**src/design/spq_pkg.sv**
```systemverilog
// Shared types and constants for the sorted priority queue.
// Used by spq_cell and sorted_priority_queue; no dependencies.
package spq_pkg;

	localparam int DATA_W           = 32;
	localparam int OP_W             = 2;
	localparam int STATUS_W         = 2;
	localparam int COUNT_W          = 5;
	localparam int DEFAULT_CAPACITY = 16;
	localparam int IN_TDATA_W       = 64;
	localparam int OUT_TDATA_W      = 72;

	localparam logic [OP_W-1:0] OP_INSERT = 2'd0;
	localparam logic [OP_W-1:0] OP_DELETE = 2'd1;
	localparam logic [OP_W-1:0] OP_PEEK   = 2'd2;

	localparam logic [STATUS_W-1:0] ST_OK    = 2'd0;
	localparam logic [STATUS_W-1:0] ST_EMPTY = 2'd1;
	localparam logic [STATUS_W-1:0] ST_FULL  = 2'd2;

	typedef struct packed {
		logic                     valid;
		logic        [DATA_W-1:0] data;
		logic signed [DATA_W-1:0] prio;
	} cell_t;

	typedef struct packed {
		logic ins;
		logic del;
	} ctrl_t;

endpackage

```
**src/design/spq_cell.sv**
```systemverilog
// One slot of the sorted queue: holds an entry and shifts it with its neighbors.
// Depends on spq_pkg.
module spq_cell (
	input  logic           clk,
	input  logic           arst_n,
	input  spq_pkg::ctrl_t ctrl,
	input  spq_pkg::cell_t ins_entry,
	input  spq_pkg::cell_t left,
	input  logic           left_stay,
	input  spq_pkg::cell_t right,
	output spq_pkg::cell_t entry,
	output logic           stay
);
	import spq_pkg::*;

	cell_t entry_q;
	cell_t entry_nxt;

	// entries of equal priority keep their place ahead of the new one
	assign stay  = entry_q.valid && (entry_q.prio >= ins_entry.prio);
	assign entry = entry_q;

	always_comb begin
		entry_nxt = entry_q;
		if (ctrl.ins) begin
			if (!stay) begin
				if (left_stay) begin
					entry_nxt = ins_entry;
				end else begin
					entry_nxt = left;
				end
			end
		end else if (ctrl.del) begin
			entry_nxt = right;
		end
	end

	always_ff @(posedge clk or negedge arst_n) begin
		if (!arst_n) begin
			entry_q <= '0;
		end else begin
			entry_q <= entry_nxt;
		end
	end

endmodule

```
**src/design/sorted_priority_queue.sv**
```systemverilog
// Sorted priority queue: a row of CAPACITY cells kept in priority order.
// The result beat for an accepted beat appears on the output in the cycle after it is accepted.
// Throughput: one beat per cycle while the output is not stalled; each cell shifts, loads or holds.
// Reset: arst_n clears the cell valid bits, the fill count and the output valid flag.
// Depends on spq_pkg and spq_cell.
module sorted_priority_queue #(
	parameter int CAPACITY = spq_pkg::DEFAULT_CAPACITY
) (
	input  logic                               clk,
	input  logic                               arst_n,
	input  logic                               s_axis_tvalid,
	output logic                               s_axis_tready,
	// [31:0] data_in, [63:32] prio_in
	input  logic [spq_pkg::IN_TDATA_W-1:0]     s_axis_tdata,
	// [1:0] op
	input  logic [spq_pkg::OP_W-1:0]           s_axis_tuser,
	output logic                               m_axis_tvalid,
	input  logic                               m_axis_tready,
	// [31:0] data_out, [63:32] prio_out, [68:64] count, [71:69] zero
	output logic [spq_pkg::OUT_TDATA_W-1:0]    m_axis_tdata,
	// [1:0] status
	output logic [spq_pkg::STATUS_W-1:0]       m_axis_tuser
);
	import spq_pkg::*;

	localparam int FILL_W = $clog2(CAPACITY + 1);
	localparam logic [FILL_W-1:0] FULL_FILL = FILL_W'(CAPACITY);
	localparam int PAD_W = OUT_TDATA_W - 2 * DATA_W - COUNT_W;

	logic                  accept;
	logic [OP_W-1:0]       op;
	logic                  is_empty;
	logic                  is_full;
	ctrl_t                 ctrl;
	cell_t                 ins_entry;
	cell_t                 entry_vec [CAPACITY];
	logic  [CAPACITY-1:0]  stay_vec;

	logic [FILL_W-1:0]          fill_q;
	logic [FILL_W-1:0]          fill_nxt;
	logic [FILL_W+COUNT_W-1:0]  fill_ext;
	logic [STATUS_W-1:0]        status_nxt;
	logic [DATA_W-1:0]          dout_nxt;
	logic [DATA_W-1:0]          pout_nxt;

	logic                  out_valid_q;
	logic [STATUS_W-1:0]   out_status_q;
	logic [DATA_W-1:0]     out_data_q;
	logic [DATA_W-1:0]     out_prio_q;
	logic [COUNT_W-1:0]    out_count_q;

	assign s_axis_tready = !out_valid_q || m_axis_tready;
	assign accept        = s_axis_tvalid && s_axis_tready;
	assign op            = s_axis_tuser;
	assign is_empty      = (fill_q == '0);
	assign is_full       = (fill_q == FULL_FILL);

	assign ins_entry.valid = 1'b1;
	assign ins_entry.data  = s_axis_tdata[DATA_W-1:0];
	assign ins_entry.prio  = s_axis_tdata[2*DATA_W-1:DATA_W];

	assign ctrl.ins = accept && (op == OP_INSERT) && !is_full;
	assign ctrl.del = accept && (op == OP_DELETE) && !is_empty;

	genvar i;
	generate
		for (i = 0; i < CAPACITY; i++) begin : g_cell
			cell_t left_e;
			cell_t right_e;
			logic  left_s;

			if (i == 0) begin : g_head
				assign left_e = '0;
				assign left_s = 1'b1;
			end else begin : g_body
				assign left_e = entry_vec[i-1];
				assign left_s = stay_vec[i-1];
			end

			if (i == CAPACITY - 1) begin : g_tail
				assign right_e = '0;
			end else begin : g_mid
				assign right_e = entry_vec[i+1];
			end

			spq_cell u_cell (
				.clk       (clk),
				.arst_n    (arst_n),
				.ctrl      (ctrl),
				.ins_entry (ins_entry),
				.left      (left_e),
				.left_stay (left_s),
				.right     (right_e),
				.entry     (entry_vec[i]),
				.stay      (stay_vec[i])
			);
		end
	endgenerate

	always_comb begin
		fill_nxt   = fill_q;
		status_nxt = ST_OK;
		dout_nxt   = '0;
		pout_nxt   = '0;
		case (op)
			OP_INSERT: begin
				if (is_full) begin
					status_nxt = ST_FULL;
				end else begin
					fill_nxt = fill_q + 1'b1;
				end
			end
			OP_DELETE, OP_PEEK: begin
				if (is_empty) begin
					status_nxt = ST_EMPTY;
				end else begin
					dout_nxt = entry_vec[0].data;
					pout_nxt = entry_vec[0].prio;
					if (op == OP_DELETE) begin
						fill_nxt = fill_q - 1'b1;
					end
				end
			end
			default: begin
				fill_nxt = fill_q;
			end
		endcase
	end

	assign fill_ext = {{COUNT_W{1'b0}}, fill_nxt};

	always_ff @(posedge clk or negedge arst_n) begin
		if (!arst_n) begin
			fill_q      <= '0;
			out_valid_q <= 1'b0;
		end else begin
			if (accept) begin
				fill_q <= fill_nxt;
			end
			if (accept) begin
				out_valid_q <= 1'b1;
			end else if (m_axis_tready) begin
				out_valid_q <= 1'b0;
			end
		end
	end

	always_ff @(posedge clk) begin
		if (accept) begin
			out_status_q <= status_nxt;
			out_data_q   <= dout_nxt;
			out_prio_q   <= pout_nxt;
			out_count_q  <= fill_ext[COUNT_W-1:0];
		end
	end

	assign m_axis_tvalid = out_valid_q;
	assign m_axis_tuser  = out_status_q;
	assign m_axis_tdata  = {{PAD_W{1'b0}}, out_count_q, out_prio_q, out_data_q};

	// head cell is occupied exactly when the queue holds something
	a_head_valid: assert property (@(posedge clk) disable iff (!arst_n)
		(fill_q == '0) == !entry_vec[0].valid)
		else $error("head cell valid disagrees with fill count");

	// tail cell is occupied exactly when the queue is full
	a_tail_valid: assert property (@(posedge clk) disable iff (!arst_n)
		(fill_q == FULL_FILL) == entry_vec[CAPACITY-1].valid)
		else $error("tail cell valid disagrees with fill count");

	// a taken insert grows the queue by one
	a_ins_grow: assert property (@(posedge clk) disable iff (!arst_n)
		ctrl.ins |=> (fill_q == $past(fill_q) + 1'b1))
		else $error("insert did not grow fill count");

	// an empty report carries no entry
	a_empty_zero: assert property (@(posedge clk) disable iff (!arst_n)
		(out_valid_q && (out_status_q == ST_EMPTY)) |->
		((out_data_q == '0) && (out_prio_q == '0) && (out_count_q == '0)))
		else $error("empty result carries nonzero payload");

endmodule

```
**config.mk**
```make
export PLATFORM = sky130hd
export DESIGN_NAME = sorted_priority_queue
export DESIGN_NICKNAME = d
export VERILOG_FILES = /design/src/design/spq_pkg.sv /design/src/design/spq_cell.sv /design/src/design/sorted_priority_queue.sv
export SDC_FILE = /design/constraint.sdc
export NUM_CORES = 2
export LEC_CHECK = 0
export BUFFER_PORTS_ARGS = -buffer_cell sky130_fd_sc_hd__buf_2
export CORE_MARGIN = 5
export CORE_UTILIZATION = 50
export DETAILED_ROUTE_END_ITERATION = 16
export HOLD_SLACK_MARGIN = 0.02
export PLACE_DENSITY = 0.71
export SLEW_MARGIN = 20
export SYNTH_ARGS = -nofsm -noshare
export SYNTH_HDL_FRONTEND = slang
export SYNTH_SLANG_ARGS = --single-unit
```
**constraint.sdc**
```tcl
create_clock -name clk -period 5.1 [get_ports clk]
set_input_delay 0.255 -clock clk [delete_from_list [all_inputs] [get_ports clk]]
set_output_delay 0.255 -clock clk [all_outputs]
set_load 0.02 [all_outputs]
```
==> impl_metrics.csv <==
group,metric,value,unit
sta,rsz0062_at_grt,"false",
worst_setup_path,cp_max_fo,32,
sta,slew_violations,0,
yosys,synth_edf_count,71,
floorplan,die_h,384,µm
sta,worst_pin_slew,1.20,ns
cells_and_area,layout.nets,7944,
power_and_ir_drop,total_power,45800,µW
clock_tree,htree_num_levels,4,
floorplan,core_area,139000,µm²
clock_tree,cts_resized,0,
sta,setup_viol,0,
clock_tree,cts.reportedPaths.clkPinSlew,0.06,ns
route,num_vias,62625,
route,dr.pass1.iters,6,
yosys,ys_dominant_reg_cell,"dfrtp_1",
route,viasPerCell,6.71,
cells_and_area,area_delta_synth_final,11.1,%
floorplan,ioPinCount,146,
yosys,yosysWarningCount,0,
floorplan,dieWidth,384,µm
route,postRouteAntennaNets,0,
worst_setup_path,start_kind,"input port",
floorplan,fp-row-count,137,
floorplan,start_util,50.2,%
clock_tree,cts_hold_buf,66,
grt,antenna_found_initial,10,
sta,timing.setup.tns,0,ns
cells_and_area,fill_cells,12079,
grt,grtUsageTotal,31.9,%
route,totalWireLength,240000,µm
yosys,yosys.area.top_type_share,37.4,%
yosys,yosysTopAreaCell,"dfrtp_1",
placed_design,globalplace.congestion,1.00,
power_and_ir_drop,powerDensity,590,nW/µm²
worst_setup_path,path_class,"input port to register",
worst_setup_path,worstPathArrival,5.32,ns
cells_and_area,drive_gt1_share,8.99,%
sta,max_freq,214,MHz
worst_setup_path,cp.required,5.75,ns
yosys,synth.cell_area,69900,µm²
power_and_ir_drop,vdd_drop_max,0.000698,V
outcome,status,"complete, no violations",
yosys,seq_area_frac_synth,40.5,%
worst_hold_path,hold_class,"input port to asynchronous set/reset pin",
route,drc_errors,0,
sta,final-hold-violation-count,0,
placed_design,io_buffers,142,
clock_tree,cts-buffers-inserted,131,
sta,timing.final.crit_share,91.6,%
sta,whs,0.122,ns
sta,skew,0.0251,ns
sta,min_period,4.67,ns
clock_tree,cts_tree,"done",
clock_tree,clockBufferDepth,3,
floorplan,die_area,147000,µm²
placed_design,placed_cell_area,72800,µm²
grt,first_global_vias,61742,
clock_tree,cts.sinks,1117,
clock_tree,cts_setup_buffers,0,
flow_run,maxCapViolCount,0,
yosys,async_flop_share,93.6,%
worst_setup_path,end_kind,"register",
grt,grt_max_degree,157,
placed_design,dp.final_hpwl,158000,µm
cells_and_area,stdcell_area,77700,µm²
yosys,avgSynthCellArea,9.37,µm²
yosys,yosys_register_bits,1117,
grt,gr-total-overflow,0,
route,wl_per_cell,25.7,µm
cells_and_area,layout_commonest_cell,"nand2_1",
power_and_ir_drop,leakage,0.0350,µW
yosys,synth_cells,7464,
grt,grt_pass1_wl,371000,µm
cells_and_area,mostFrequentLayoutCells,"nand2_1 (1467), dfrtp_1 (1046), mux2i_1 (516), ha_1 (516), a21oi_1 (337)",
route,first_iter_violations,7357,
sta,relSlewSlack,19.8,%
yosys,synth_area_leaders,"dfrtp_1 (37%), ha_1 (9.3%), nand2_1 (7.9%), mux2i_1 (7.4%), a32o_1 (4.6%)",
yosys,synth_cell_types,98,
clock_tree,cts-root-buf,"clkbuf_16",
clock_tree,clk_latency,0.77,ns
critical path, stage by stage:
cell	delay, ns
dlygate4sd3_1	0.56
buf_2	0.33
inv_1	0.43
buf_4	0.31
ha_1	0.38
nand4_1	0.22
nor4_1	0.80
nor3b_1	0.53
nor4_1	0.22
o21ai_4	0.34
buf_4	0.44
o21ai_0	0.19
a32o_1	0.25
Yosys cell counts (10+ instances only):
master	count
nand2_1	1470
dfrtp_1	1046
ha_1	517
mux2i_1	516
clkbuf_1	435
a21oi_1	337
or3_1	328
a32o_1	321
nand3_1	299
nor2_1	170
o211ai_1	152
o21ai_0	149
inv_1	140
a221o_1	131
o221ai_1	129
a22o_1	127
buf_2	121
nand4_1	116
o21ai_1	90
nor3_1	81
edfxtp_1	71
a22oi_1	70
o22ai_1	70
and3_1	69
mux2_2	65
o2bb2ai_1	65
a21o_1	48
buf_4	47
buf_1	40
nor4_1	26
nor2b_1	21
a31oi_1	15
o21a_1	15
a221oi_1	11
nand2b_1	11
a211oi_1	10
path summary, 6_finish.rpt:
path,start,endpoint,slack [ns],cells past startpoint
worst max-delay path,s_axis_tdata[63],g_cell[7].u_cell.entry[0],0.43,13
worst min-delay path,arst_n,g_cell[0].u_cell.entry[51],0.12,2
worst max register to register,g_cell[12].u_cell.entry[31],g_cell[13].u_cell.entry[19],0.99,10
worst min register to register,g_cell[6].u_cell.entry[0],g_cell[6].u_cell.entry[0],0.50,1
max in group asynchronous,arst_n,g_cell[0].u_cell.entry[28],3.41,3
min in group clk,s_axis_tuser[1],m_axis_tuser[1],0.12,5
cell families (layout without fill, tap and decap cells):
family / after synthesis / after routing / share of synthesized area [%]
mux: 581 / 581 / 8.43
compound gates: 1810 / 1810 / 19.7
buf+inv: 793 / 782 / 4.81
flops: 1117 / 1117 / 40.5
simple gates: 2642 / 2642 / 17.3
fa+ha+maj: 517 / 517 / 9.25
other cells: 1 / 8 / 0.00536
xor+xnor: 3 / 3 / 0.0376
report_power, final:
part	internal [µW]	leakage, µW	total (µW)	switching (µW)
clock	5440	0.00209	9440	4000
sequential	12900	0.0138	17000	4010
combinational	8420	0.0191	19400	11000
final cells by class:
class | instances | area [µm²] | share of cell area, %
repair buffers | 409 | 3720 | 4.79
well taps | 1876 | 2350 | 3.02
inverters | 142 | 536 | 0.689
multi-input cells | 5556 | 38500 | 49.6
clock buffers | 196 | 3900 | 5.02
flip-flops and latches | 1117 | 28300 | 36.4
clock inverters | 35 | 335 | 0.432
diodes | 5 | 12.5 | 0.0161
state kept, by name, summed over array words and instances, names as in the netlist:
| register | flops |
|---|---|
| out_data_q | 32 |
| m_axis_tuser | 2 |
| g_cell.u_cell.entry | 1040 |
| out_count_q | 5 |
| m_axis_tvalid | 1 |
| fill_q | 5 |
| out_prio_q | 32 |
per-layer routing:
metal	global-route usage, %	part of all wire, %	vias up
met1	43.1	41	31085
met2	49.4	45	3175
met4	16.1	5.3	6
li1	-	-	27684
met3	5.82	9.2	675
met5	0	0.013	-
metrics by stage:
stage	util, %	setup slack [ns]	instances
6_report	55.8	0.426	9336
5_1_grt	55.8	0.423	9332
4_1_cts	55.8	0.571	9330
3_5_place_dp	52.3	0.372	9033
3_3_place_gp	52.3	0.369	9033
2_1_floorplan	-	0.785	7466
No activity file was read; power rests on OpenSTA's default activity.
